## config.mk

```make
export PLATFORM = sky130hd
export DESIGN_NAME = sortedness_checker_core
export DESIGN_NICKNAME = d
export VERILOG_FILES = /design/src/rtl/core/sortchk_pkg.sv /design/src/rtl/core/sortchk_compare.sv /design/src/rtl/core/sortedness_checker_core.sv
export VERILOG_INCLUDE_DIRS = /design/src /design/src/rtl/core
export SDC_FILE = /design/constraint.sdc
export NUM_CORES = 1
export LEC_CHECK = 0
export ABC_AREA = 1
export BUFFER_PORTS_ARGS = -buffer_cell sky130_fd_sc_hd__buf_2
export CORE_ASPECT_RATIO = 0.75
export CORE_MARGIN = 2
export CORE_UTILIZATION = 55
export CTS_CLUSTER_SIZE = 30
export DETAILED_ROUTE_END_ITERATION = 10
export GPL_TIMING_DRIVEN = 0
export PLACE_DENSITY_LB_ADDON = 0.05
export SLEW_MARGIN = 20
export SYNTH_ARGS = -nofsm -noshare
export SYNTH_HDL_FRONTEND = slang
export SYNTH_SLANG_ARGS = --single-unit
```

## constraint.sdc

```tcl
create_clock -name clk_i -period 5.2 [get_ports clk_i]
set_input_delay 0.52 -clock clk_i [delete_from_list [all_inputs] [get_ports clk_i]]
set_output_delay 0.52 -clock clk_i [all_outputs]
set_load 0.005 [all_outputs]
```

## src/rtl/core/assert_macros.svh

```systemverilog
// Assertion helpers for the RTL.
`ifndef ASSERT_MACROS_SVH
`define ASSERT_MACROS_SVH
`ifndef ASSERT_OFF
`define ASSERT_IMPL(label, clk, rst_n, prop, msg) \
  label: assert property (@(posedge clk) disable iff (!rst_n) prop) else $error(msg);
`define ASSERT_NEXT(label, clk, rst_n, ante, cons, msg) \
  label: assert property (@(posedge clk) disable iff (!rst_n) (ante) |=> (cons)) else $error(msg);
`else
`define ASSERT_IMPL(label, clk, rst_n, prop, msg)
`define ASSERT_NEXT(label, clk, rst_n, ante, cons, msg)
`endif
`endif

```

## src/rtl/core/sortchk_pkg.sv

```systemverilog
package sortchk_pkg;
  localparam int unsigned ElemW = 64;
  localparam int unsigned CfgIdxW = 2;

  typedef enum logic [CfgIdxW-1:0] {
    CFG_STRICT  = 2'd0,
    CFG_INCR    = 2'd1,
    CFG_MISSBIG = 2'd2,
    CFG_KIND    = 2'd3
  } cfg_idx_e;

  typedef struct packed {
    logic strict_order;
    logic increasing_order;
    logic missing_is_largest;
    logic element_kind;
  } cfg_t;

  // Relation of previous element to current one
  typedef struct packed {
    logic lt;
    logic eq;
  } rel_t;
endpackage

```

## src/rtl/core/sortchk_compare.sv

```systemverilog
module sortchk_compare import sortchk_pkg::*; (
  input  cfg_t             cfg_i,
  input  logic [ElemW-1:0] prev_i,
  input  logic             prev_miss_i,
  input  logic [ElemW-1:0] cur_i,
  output logic             cur_miss_o,
  output rel_t             rel_o
);
  logic        v_lt, v_eq;
  logic        pz, cz, pneg, cneg, mag_lt, mag_eq;
  logic signed [31:0] pi, ci;

  // Flag missing values per element kind
  always_comb begin
    if (cfg_i.element_kind) begin
      cur_miss_o = (&cur_i[62:52]) && (|cur_i[51:0]);
    end else begin
      cur_miss_o = (cur_i[31:0] == 32'h8000_0000);
    end
  end

  // Compare non-missing values
  always_comb begin
    pi = prev_i[31:0];
    ci = cur_i[31:0];
    pz = (prev_i[62:0] == '0);
    cz = (cur_i[62:0] == '0);
    pneg = prev_i[63];
    cneg = cur_i[63];
    mag_lt = prev_i[62:0] < cur_i[62:0];
    mag_eq = prev_i[62:0] == cur_i[62:0];
    if (cfg_i.element_kind) begin
      if (pz && cz) begin
        v_eq = 1'b1;
        v_lt = 1'b0;
      end else if (pneg != cneg) begin
        v_eq = 1'b0;
        v_lt = pneg;
      end else begin
        v_eq = mag_eq;
        v_lt = pneg ? (!mag_lt && !mag_eq) : mag_lt;
      end
    end else begin
      v_eq = (pi == ci);
      v_lt = (pi < ci);
    end
  end

  // Rank missing values above or below all others
  always_comb begin
    if (prev_miss_i && cur_miss_o) begin
      rel_o = '{lt: 1'b0, eq: 1'b1};
    end else if (prev_miss_i) begin
      rel_o = '{lt: !cfg_i.missing_is_largest, eq: 1'b0};
    end else if (cur_miss_o) begin
      rel_o = '{lt: cfg_i.missing_is_largest, eq: 1'b0};
    end else begin
      rel_o = '{lt: v_lt, eq: v_eq};
    end
  end
endmodule

```

## src/rtl/core/sortedness_checker_core.sv

```systemverilog
// Streaming sortedness checker: elements arrive one per transfer, every
// cycle if offered, and one verdict leaves for each element marked last,
// in the cycle after it is taken. The throughput of one element per cycle is
// set by the single compare against the registered prior element; a
// waiting verdict sits in an output register, and while that verdict is
// stalled downstream the input is held as well, whether or not the next
// element is marked last.
`include "assert_macros.svh"
module sortedness_checker_core import sortchk_pkg::*; (
  input  logic             clk_i,
  input  logic             rst_ni,
  input  logic             cfg_we_i,
  input  logic [CfgIdxW-1:0] cfg_idx_i,
  input  logic             cfg_data_i,
  input  logic             in_valid_i,
  output logic             in_stall_o,
  input  logic [ElemW-1:0] element_bits_i,
  input  logic             is_last_i,
  output logic             out_valid_o,
  input  logic             out_stall_i,
  output logic             is_sorted_o
);
  cfg_t             cfg_q;
  logic [ElemW-1:0] prior_q;
  logic             prior_miss_q, have_prior_q, sorted_q;
  logic             out_valid_q, is_sorted_q;
  logic             in_xfer, out_xfer, cur_miss, ok, verdict;
  rel_t             rel;

  // Write configuration registers
  always_ff @(posedge clk_i or negedge rst_ni) begin
    if (!rst_ni) begin
      cfg_q <= '{strict_order: 1'b0, increasing_order: 1'b1,
                 missing_is_largest: 1'b1, element_kind: 1'b1};
    end else if (cfg_we_i) begin
      unique case (cfg_idx_e'(cfg_idx_i))
        CFG_STRICT:  cfg_q.strict_order <= cfg_data_i;
        CFG_INCR:    cfg_q.increasing_order <= cfg_data_i;
        CFG_MISSBIG: cfg_q.missing_is_largest <= cfg_data_i;
        CFG_KIND:    cfg_q.element_kind <= cfg_data_i;
        default: ;
      endcase
    end
  end

  sortchk_compare u_cmp (
    .cfg_i       (cfg_q),
    .prev_i      (prior_q),
    .prev_miss_i (prior_miss_q),
    .cur_i       (element_bits_i),
    .cur_miss_o  (cur_miss),
    .rel_o       (rel)
  );

  // Check the pair against the configured order
  always_comb begin
    if (cfg_q.increasing_order) begin
      ok = rel.lt || (!cfg_q.strict_order && rel.eq);
    end else begin
      ok = !rel.lt && !(cfg_q.strict_order && rel.eq);
    end
  end

  assign verdict    = sorted_q && (!have_prior_q || ok);
  assign in_stall_o = out_valid_q && out_stall_i;
  assign in_xfer    = in_valid_i && !in_stall_o;
  assign out_xfer   = out_valid_q && !out_stall_i;

  // Advance vector state on each input transfer
  always_ff @(posedge clk_i or negedge rst_ni) begin
    if (!rst_ni) begin
      prior_miss_q <= 1'b0;
      have_prior_q <= 1'b0;
      sorted_q     <= 1'b1;
    end else if (in_xfer) begin
      prior_miss_q <= cur_miss && !is_last_i;
      have_prior_q <= !is_last_i;
      sorted_q     <= is_last_i || verdict;
    end
  end

  always_ff @(posedge clk_i) begin
    if (in_xfer) begin
      prior_q <= element_bits_i;
    end
  end

  // Hold the verdict until the downstream transfer
  always_ff @(posedge clk_i or negedge rst_ni) begin
    if (!rst_ni) begin
      out_valid_q <= 1'b0;
    end else if (in_xfer && is_last_i) begin
      out_valid_q <= 1'b1;
    end else if (out_xfer) begin
      out_valid_q <= 1'b0;
    end
  end

  always_ff @(posedge clk_i) begin
    if (in_xfer && is_last_i) begin
      is_sorted_q <= verdict;
    end
  end

  assign out_valid_o = out_valid_q;
  assign is_sorted_o = is_sorted_q;

  `ASSERT_NEXT(a_last_clears, clk_i, rst_ni, in_xfer && is_last_i,
               !have_prior_q && sorted_q, "state not cleared after last element")
  `ASSERT_NEXT(a_last_gives_out, clk_i, rst_ni, in_xfer && is_last_i,
               out_valid_q, "no verdict after last element")
  `ASSERT_IMPL(a_fail_sticks, clk_i, rst_ni,
               (!sorted_q && !(in_xfer && is_last_i)) |=> !sorted_q,
               "running verdict recovered mid-vector")
  `ASSERT_NEXT(a_first_ok, clk_i, rst_ni, in_xfer && !have_prior_q && !is_last_i,
               sorted_q, "first element broke the verdict")
endmodule
```

==> out/metrics.cfg <==
[worst_setup_path]
cp.required_ps=5290
setup.worst_path.start_class=register
timing.reg2reg.setup_slack_ps=2760
timing.critical_path.max_delay_family=simple AND/OR/NAND/NOR gates
reg2reg_depth=18
cp_num_buf_inv=1
r2r_start=prior_q[62]$_DFFE_PP_
critPathArrivalTime_ps=2520
end_kind=register
critPathSlowestCell=sky130_fd_sc_hd__edfxtp_1
r2r_end=is_sorted_o$_DFFE_PP_
critical_path_class=reg -> reg
critical_path.most_common_cell=sky130_fd_sc_hd__nand2_1
worstPathCellList=ha_1 > nand2_1 > nor2_1 > nand4_1 > nor2_1 > nand2_1 > nand2_1 > nor2_1 > nand2_1 > nand2_1 > nand2_1 > nand2_1 > nand2_2 > nand2_2 > nand2_1 > nand3_1 > nand2_1 > inv_1
cpPeakStageDelay_ps=400
crit_path_max_fanout=3

[place]
dp_cells=814
finalWeightedCongestion=0.866
buffer_ports.inserted=75
dpl.hpwl_mm=9.15

[grt]
all_layer_gr_usage=0.245
grt_max_degree=23
grt_pass1_wl_mm=19.2
grt_antenna_before_repair=0
grt.overflow.total=0
vias_in_the_first_global_route=4166

[cells_and_area]
nets=849
share_of_final_layout_standard_cells_stronger_than_drive_strength_1=0.162
multi_input_comb_area_um2=2520
seq_area_um2=2160
antenna_cells=0
instances_no_fill=830
area_growth_pct=18.1
layout.filler_cells=786

[timing]
period_share=0.468
setup_repair_after_global_routing_missed_its_margin=no
final_period_minus_worst_setup_slack_ps=2440
worst_slew_pin_slew_ps=563
finClkSkew_ps=4.67
setup_viol=0
worst_slew_margin_rel=0.621
finalHoldViolations=0
clock.fmax_mhz=411
report.final.slew_viol_count=0

[synthesis]
synth.cells.most_frequent=146 x sky130_fd_sc_hd__nand2_1, 106 x sky130_fd_sc_hd__inv_1, 82 x sky130_fd_sc_hd__nor2_1, 65 x sky130_fd_sc_hd__edfxtp_1, 63 x sky130_fd_sc_hd__ha_1
synth_fp_nets=760
synthDominantAreaCellType=sky130_fd_sc_hd__edfxtp_1
postSynth.asyncResetShare=0.110
yosysMostFrequentCell=sky130_fd_sc_hd__nand2_1
portion_of_the_post_synthesis_area_used_by_sequential_elements=0.425
postSynthAreaPerCell_um2=8.13
synth_area_um2=5070
synthesis_warning_total=0
synth_top_cell_area_share=0.385
synth.lib_cells_used.distinct=26
post_synth_main_area_contributors=sky130_fd_sc_hd__edfxtp_1 38%, sky130_fd_sc_hd__ha_1 16%, sky130_fd_sc_hd__nand2_1 11%
synth_flop_cell=sky130_fd_sc_hd__edfxtp_1
yosys_register_bits=73
netlist_instances=624
synth-edff-count=65

[clock_tree]
clk-insertion-delay-late_ps=330
hold_buffer_count_at_cts=0
post_cts_sizing=0
cts_max_path_buffers=2
cts_htree_levels=3
cts_root_buf=sky130_fd_sc_hd__clkbuf_16
post-cts-setup-buffers=0
total_cts_buffers=9
clkSlewWorstSetupHoldPaths_ps=60
cts_tree=done
clkSinkCount=73

[floorplan]
start_util=0.563
die_width_um=115
floorplan.core_area_um2=9010
die_h_um=87.2
floorplan.io_pins=76
fp-row-count=30
dieArea_um2=10000

[pwr]
clock_power_share=0.388
seq_power_share=0.430
totalPowerFinal_w=0.00167
power_frac_comb=0.182
power_per_cell_area_nw_per_um2=280
net_switching_component_of_the_power_w=0.000444
p_int_w=0.00123
max-vdd-ir-drop_uv=187
power_leakage_nw=2.90
netSwitchingFraction=0.265

[route]
final_antenna_net_count=0
drt_via_density=5.15
routedWlPerCell_um=13.7
detail_route.drc_violations=0
dr_total_vias=4274
drtPass1Iterations=4
total_wire_length_after_detailed_routing_mm=11.4
drt_iter0_markers=307

[min_path]
hp-class=in -> async

[flow_run]
maxCapViolCount=0

[outcome]
status=finished, final reports clean

[final cells by class]
type                       count  area share
clock inverter                 7      0.0142
tap                          112      0.0234
sequential                    73       0.360
multi-input combinational    443       0.420
inverter                     108      0.0677
timing repair buffer          78      0.0765
clock buffer                   9      0.0376
[logic make-up after synthesis]
logic type	share of synthesized area
and+or+nand+nor	0.272
buffers and inverters	0.0799
DFF	0.425
AOI/OAI and AO/OA	0.0654
adders and majority gates	0.155
xor gates and xnor gates	0.00173
[how the worst max path moves through the flow]
stage                     depth (start not counted)                     to             startpoint
after floorplan                                   5  is_sorted_o$_DFFE_PP_            out_stall_i
after global placement                            6  is_sorted_o$_DFFE_PP_            out_stall_i
after detailed placement                         20  is_sorted_o$_DFFE_PP_     element_bits_i[62]
after CTS                                        18  is_sorted_o$_DFFE_PP_  prior_q[62]$_DFFE_PP_
after global routing                             18  is_sorted_o$_DFFE_PP_  prior_q[62]$_DFFE_PP_
final                                            18  is_sorted_o$_DFFE_PP_  prior_q[62]$_DFFE_PP_
[sequential cells by signal, summed over array words and instances, names as in the netlist]
register      cells
cfg_q             4
is_sorted_o       1
out_valid_o       1
sorted_q          1
prior_miss_q      1
have_prior_q      1
prior_q          64
[worst register-to-register path, delay by kind of cell (launching register included)]
| family | cells | cell delay [ps] |
|---|---|---|
| fa+ha+maj | 1 | 330 |
| simple gates | 16 | 1420 |
| flops | 1 | 400 |
| buf+inv | 1 | 40 |
[per-stage QoR]
| stage | hold slack (ps) | utilization | setup TNS [ps] | area (um2) | setup WS [ps] |
|---|---|---|---|---|---|
| after floorplan | 224 | - | 0 | 5070 | 926 |
| after global placement | 368 | 0.620 | -9620 | 5590 | -589 |
| after detailed placement | 373 | 0.630 | 0 | 5680 | 2540 |
| after CTS | 20.8 | 0.665 | 0 | 5990 | 2790 |
| after global routing | 24.6 | 0.665 | 0 | 5990 | 2520 |
| final | 27.0 | 0.665 | 0 | 5990 | 2760 |
[power groups by stage]
stage / registers (W) / logic (W) / clock network (W)
floorplan: 0.000725 / 0.000197 / 0
global placement: 0.000734 / 0.000278 / 0
detailed placement: 0.000731 / 0.000300 / 0
CTS: 0.000720 / 0.000304 / 0.000664
global route: 0.000724 / 0.000350 / 0.000685
finish: 0.000720 / 0.000304 / 0.000649
[routing by layer]
metal	routed length, um	GRT usage
met5	0	0
met4	76	0.0471
met3	500	0.0529
met2	4900	0.390
met1	5880	0.348
[cell usage in the layout (no fill, tap or decap), drive strengths merged]
cell	netlist	final
a21o	2	2
a21oi	41	41
and2	1	1
buf	0	78
bufinv	0	2
clkbuf	0	9
clkinv	0	4
clkinvlp	0	1
dfrtp	4	4
dfstp	4	4
edfxtp	65	65
ha	63	63
inv	108	108
nand2	151	151
nand3	32	32
nand4	25	25
nor2	89	89
nor3	14	14
nor4	2	2
o21a	4	4
o21ai	16	16
or2	2	2
xnor2	1	1
(Power assumes the default switching activity.)
